===== src/rtl/clc_pkg.sv =====
// Shared constants and types of the complex convolution block.
`default_nettype none

package clc_pkg;

  localparam int MAX_TAPS   = 32;   // power of two, at least 2
  localparam int LEVELS     = $clog2(MAX_TAPS);
  localparam int NUM_TAPS_W = 6;
  localparam int IDX_W      = 5;
  localparam int SMP_W      = 16;
  localparam int PROD_W     = 2 * SMP_W + 1;
  localparam int SUM_W      = 39;

  localparam logic REQ_TAP    = 1'b0;
  localparam logic REQ_SAMPLE = 1'b1;

  typedef logic signed [PROD_W-1:0] prod_t;
  typedef logic signed [SUM_W-1:0]  sum_t;

  typedef struct packed {
    logic signed [SMP_W-1:0] im;
    logic signed [SMP_W-1:0] re;
  } cplx_t;

  // control broadcast to every cell
  typedef struct packed {
    logic shift;
    logic clear;
    logic capture;
  } cell_ctrl_t;

  // sideband that rides with a result through the adder tree
  typedef struct packed {
    logic valid;
    logic last;
  } tag_t;

endpackage

`default_nettype wire


===== src/rtl/clc_cell.sv =====
// One tap cell: a history entry, a kernel tap and a registered complex product.
`default_nettype none

module clc_cell (
  input  wire                 clk,
  input  wire                 rst,
  input  clc_pkg::cell_ctrl_t ctrl,
  input  wire                 active,
  input  wire                 tap_we,
  input  clc_pkg::cplx_t      tap_din,
  input  clc_pkg::cplx_t      hist_in,
  output clc_pkg::cplx_t      hist_out,
  output clc_pkg::prod_t      prod_re,
  output clc_pkg::prod_t      prod_im
);
  import clc_pkg::*;

  cplx_t hist;
  cplx_t tap;
  logic signed [2*SMP_W-1:0] m_rr, m_ii, m_ri, m_ir;

  always_comb begin
    m_rr = hist.re * tap.re;
    m_ii = hist.im * tap.im;
    m_ri = hist.re * tap.im;
    m_ir = hist.im * tap.re;
  end

  always_ff @(posedge clk) begin
    if (rst) begin
      hist <= '0;
    end else if (ctrl.clear) begin
      hist <= '0;
    end else if (ctrl.shift) begin
      hist <= hist_in;
    end
  end

  always_ff @(posedge clk) begin
    if (rst) begin
      tap <= '0;
    end else if (tap_we) begin
      tap <= tap_din;
    end
  end

  // cells beyond the kernel length contribute zero
  always_ff @(posedge clk) begin
    if (ctrl.capture) begin
      if (active) begin
        prod_re <= prod_t'(m_rr) - prod_t'(m_ii);
        prod_im <= prod_t'(m_ri) + prod_t'(m_ir);
      end else begin
        prod_re <= '0;
        prod_im <= '0;
      end
    end
  end

  assign hist_out = hist;

endmodule

`default_nettype wire


===== config.mk =====
export PLATFORM = sky130hd
export DESIGN_NAME = clc_cell
export DESIGN_NICKNAME = d
export VERILOG_FILES = /design/src/rtl/clc_pkg.sv /design/src/rtl/clc_cell.sv
export SDC_FILE = /design/constraint.sdc
export NUM_CORES = 2
export LEC_CHECK = 0
export BUFFER_PORTS_ARGS = -buffer_cell sky130_fd_sc_hd__buf_4
export CORE_MARGIN = 1.5
export CORE_UTILIZATION = 60
export CTS_CLUSTER_SIZE = 10
export DETAILED_ROUTE_END_ITERATION = 16
export PLACE_DENSITY = 0.89
export SYNTH_ARGS = -nofsm -noshare
export SYNTH_HDL_FRONTEND = slang
export SYNTH_SLANG_ARGS = --single-unit
export TNS_END_PERCENT = 5

===== constraint.sdc =====
create_clock -name clk -period 7.4 [get_ports clk]
set_input_delay 0 -clock clk [delete_from_list [all_inputs] [get_ports clk]]
set_output_delay 0 -clock clk [all_outputs]
set_load 0.02 [all_outputs]

==> metrics, run 1 <==
HPWL after detailed placement=113000 um; Initial Utilization=60.5%; Failed at=5_1_grt; largest net degree at the start of global routing=57; kind of the worst endpoint=register data pin; Log Error=[ERROR GRT-0232] Routing congestion too high. Check the congestion heatmap in the GUI.; Seq/Total Area, Yosys=7.26%; Die H=277 um; IO Pins=169; H-tree depth=4; count of warnings emitted by yosys=0; worst setup endpoint GRT=prod_re[32]$_SDFFCE_PN0P_/D; Mean Syn Cell Area=9.58 sq um; placed cell area=50500 sq um; global route overflow=75; Synth Net Count=6245; Die X=277 um; row count=100; status=did not finish; total CTS buffers=17; Max clock buf depth=2; Root Buffer=clkbuf_16; Synth Instances=4691; Cell Area, Synth=45000 sq um; main flop type after synthesis=edfxtp_1; asr flop ratio synth=0%; Sink Count=130; number of synthesized flops with an enable pin=66; Total GRT Usage=54.2%; pre-CTS WS=-0.472 ns; PortBufs=168; Routability Congestion=0.990; Netlist cell types=58; Yosys reg bits=130
-- what timing repair did --
action                                  4_1_cts
endpoints found under the setup margin       28
resized for setup                            72
buffers inserted                              6
cloned                                        0
hold endpoints to repair                     74
hold buffers                                 96
pin swaps                                    20
-- cells by family after synthesis --
| family | count (synthesis) | share of synthesized area (%) |
|---|---|---|
| DFF | 130 | 7.26 |
| xor gates and xnor gates | 80 | 1.56 |
| AOI/OAI and AO/OA | 157 | 2.44 |
| muxes | 67 | 1.49 |
| and+or+nand+nor | 1277 | 13.9 |
| adders and majority gates | 1483 | 60.9 |
| buffers and inverters | 1497 | 12.5 |
-- cell usage after synthesis (8+ instances only) --
| cell | count | share of area, % |
|---|---|---|
| nand2b_1 | 39 | 0.54 |
| inv_1 | 1280 | 11 |
| o21bai_1 | 10 | 0.17 |
| nor2_1 | 168 | 1.4 |
| and2_1 | 486 | 6.8 |
| xor2_1 | 21 | 0.41 |
| o21a_1 | 8 | 0.13 |
| mux2i_1 | 67 | 1.5 |
| fa_1 | 1173 | 52 |
| ha_1 | 310 | 8.6 |
| a21o_1 | 23 | 0.38 |
| nor3_1 | 17 | 0.19 |
| dfxtp_1 | 64 | 2.8 |
| a211oi_1 | 8 | 0.13 |
| nand3_1 | 15 | 0.17 |
| clkbuf_1 | 209 | 1.7 |
| edfxtp_1 | 66 | 4.4 |
| xnor2_1 | 59 | 1.1 |
| a21oi_1 | 38 | 0.42 |
| o21ai_0 | 21 | 0.23 |
| nand2_1 | 522 | 4.4 |
-- per-stage QoR --
stage               std cells  hold WS, ns  TNS (ns)  utilization, %
floorplan                4691        0.112         0               -
global placement         6038        0.233     -2.84            68.0
detailed placement       6038        0.242     -5.91            68.0
CTS                      6171       0.0120   -0.0940            70.5
-- layer usage --
layer / GRT overflow / track usage (%)
met1: 0 / 53.9
met3: 3 / 38.9
met4: 37 / 51.9
met2: 35 / 71.4
met5: 0 / 14.1
==> run 2: changes to the inputs <==
--- a/config.mk
+++ b/config.mk
@@ -7,10 +7,9 @@
 export LEC_CHECK = 0
 export BUFFER_PORTS_ARGS = -buffer_cell sky130_fd_sc_hd__buf_4
 export CORE_MARGIN = 1.5
-export CORE_UTILIZATION = 60
-export CTS_CLUSTER_SIZE = 10
+export CORE_UTILIZATION = 40
 export DETAILED_ROUTE_END_ITERATION = 16
-export PLACE_DENSITY = 0.89
+export PLACE_DENSITY_LB_ADDON = 0.15
 export SYNTH_ARGS = -nofsm -noshare
 export SYNTH_HDL_FRONTEND = slang
 export SYNTH_SLANG_ARGS = --single-unit
==> constraint.sdc (replaced) <==
create_clock -name clk -period 9.6 [get_ports clk]
set_input_delay 0 -clock clk [delete_from_list [all_inputs] [get_ports clk]]
set_output_delay 0 -clock clk [all_outputs]
set_load 0.02 [all_outputs]
==> run 2 against run 1 <==
The flow now finishes without violations. Synthesized cell count is the same. Synthesized area unchanged.
==> metrics, run 2 <==
asr flop ratio synth=0% (unchanged); Seq/Total Area, Yosys=7.26% (unchanged); Tmin final=9.14 ns; max-cap viol count=0; Yosys reg bits=130 (unchanged); Net Sw Frac=53.9%; Crit. End Element=flip-flop; area leader, netlist=fa_1 (unchanged); top-count cell post-synth=inv_1 (unchanged); fin nets=6423; post-cts repair resize count=0 (was 72); Die X=338 um (was 277 um); global route overflow=0; combinational share of power=77.2%; power per standard cell area=141 nW/um^2; Synth top cells by count=inv_1 (1280), fa_1 (1173), nand2_1 (522) (unchanged); Hold Crit Start=active; Netlist cell types=58 (unchanged); sequential power share=12.8%; clock power share=10.0%; total CTS buffers=17 (unchanged); Avg WL per Cell=21.2 um; drc violations=0; HPWL after detailed placement=110000 um (was 113000 um); initial antenna violation count=3; IO Pins=169 (unchanged); H-tree depth=4 (unchanged); 1st-iter DRT viols=1716; RSZ-0062 raised after global routing=no; share of cells above drive strength 1=6.72%; Slew HR=14.3%; Worst VDD drop=328 uV; main flop type after synthesis=edfxtp_1 (unchanged); post-detailed-route count of antenna-violating nets=0; Hold Crit Class=input port to flip-flop; CTS tree=yes; fin crit share=95.2%; Regs by FF count=prod_im (33), prod_re (33); Final setup viols=0; routed via count=30800; synth top area cells=fa_1 (52%), inv_1 (11%), ha_1 (8.6%) (unchanged); Synth Net Count=6245 (unchanged); top-area cell type share of the netlist area=52.2% (unchanged); worst skew pair latency=0.51 ns; Fin Hold WS=0.0728 ns; R2R setup slack=0.46 ns; Worst Tran Pin Value=1.28 ns; Mean Syn Cell Area=9.58 sq um (unchanged); Initial Utilization=40.5% (was 60.5%); Max clock buf depth=2 (unchanged); Total GRT Usage=24.9%; sw power=0.00377 W; Die H=338 um (was 277 um); setup bufs post-CTS=0 (was 6); Worst Reg-to-Reg Cells=22; clk_skew=0.0173 ns; vias in the first global route=34200; Crit Path Class=flip-flop to flip-flop; CP max FO=26; first-pass GRT wire length=212000 um; number of synthesized flops with an enable pin=66 (unchanged); final-report hold violation count=0; Util after Layout=44.8%; Syn-to-layout area delta=10.6%; Synth Instances=4691 (unchanged); largest net degree at the start of global routing=55; Pins Over Slew Limit=0; PortBufs=168 (unchanged); setup_tns=0 ns; count of warnings emitted by yosys=0 (unchanged); status=finished clean (was did not finish); Clock transition at path regs=0.08 ns; Sink Count=130 (unchanged); most common cell after layout, fill and taps aside=inv_1; most frequent cells in the layout=inv_1 (1279), fa_1 (1173), nand2_1 (522), and2_1 (486), ha_1 (310); CP arrival=9.44 ns; leak pwr=24.8 nW; crit path capture=prod_re[30]; die area=114000 sq um; reg2reg start=tap[4]; R2R Path End=prod_re[30]; drt pass-1 iters=5; Fmax=0.109 GHz; final WL=135000 um; row count=122 (was 100); Int Power=0.00323 W; vias per cell=4.83; Cell Area, Synth=45000 sq um (unchanged); Routability Congestion=0.873 (was 0.990); Worst EP required=9.90 ns; Root Buffer=clkbuf_16 (unchanged); critical path startpoint category=flip-flop; critical path launch point=tap[4]; Core ar.=111000 sq um
run 2: critical path, stage by stage (launching register included):
cell and delay (ns):
dfxtp_1 1.12, and2_1 0.34, fa_1 0.49, fa_1 0.51, fa_1 0.71, inv_1 0.32
fa_1 0.57, inv_1 0.06, fa_1 0.48, fa_1 0.51, fa_1 0.49, inv_1 0.05
fa_1 0.52, inv_1 0.06, ha_1 0.37, nand3_1 0.16, nor3_1 0.33, nor4bb_1 0.92
buf_4 0.26, o21a_1 0.16, a21o_1 0.12, a211oi_1 0.06, nor4_1 0.31
run 2: area by class of cell:
cell class | instances | area (sq um)
Clock inverter | 12 | 93.8
Tap cell | 1488 | 1860
Antenna cell | 2 | 5.00
Inverter | 1281 | 4810
Fill cell | 11000 | 61400
Timing Repair Buffer | 375 | 3150
Sequential cell | 130 | 3270
Multi-Input combinational cell | 3064 | 36100
Clock buffer | 20 | 468
run 2: cells by family after synthesis:
group,Yosys count,synth area share [%]
and+or+nand+nor,1277,13.9
xor gates and xnor gates,80,1.56
buffers and inverters,1497,12.5
DFF,130,7.26
AOI/OAI and AO/OA,157,2.44
adders and majority gates,1483,60.9
muxes,67,1.49
run 2: how the worst min path moves through the flow:
stage                             end  slack, ns  depth (start not counted)
after detailed placement      tap[13]       0.24                          3
after floorplan            prod_im[0]       0.11                          0
after global placement    hist_out[1]       0.23                          3
after global routing       prod_re[6]       0.08                          2
after CTS                  prod_im[7]       0.04                          3
final                      prod_im[7]       0.07                          3
run 2: power by group through the flow:
stage / Clock (W) / Combinational [W] / Sequential [W]
floorplan: 0 / 0.00350 / 0.000958
global placement: 0 / 0.00545 / 0.000917
detailed placement: 0 / 0.00546 / 0.000913
CTS: 0.000722 / 0.00553 / 0.000904
global route: 0.000737 / 0.00605 / 0.000909
finish: 0.000697 / 0.00541 / 0.000898
run 2: timing repair:
item / 4_1_cts / 5_1_grt
hold endpoints to repair: 76 / 0
hold buffers: 97 / 0
setup endpoints to repair: 0 / 0
run 2: metrics by stage:
step           instances  power (W)  setup WS (ns)  area, sq um
5_1_grt             6370    0.00769         0.0631        49700
3_5_place_dp        6241    0.00638          0.667        48200
4_1_cts             6370    0.00716          0.552        49700
6_report            6372    0.00700          0.462        49700
2_1_floorplan       4691    0.00445           2.02        45000
3_3_place_gp        6241    0.00637          0.610        48200
run 2: layer usage:
| metal | GRT usage [%] | vias up | routed length [um] |
|---|---|---|---|
| met1 | 31.5 | 16200 | 55200 |
| met4 | 10.5 | 0 | 6560 |
| met2 | 43.2 | 638 | 68900 |
| met3 | 2.48 | 197 | 4540 |
| li1 | - | 13700 | - |
| met5 | 0 | - | 0 |
Note: power is estimated with default switching activity, not from simulation.
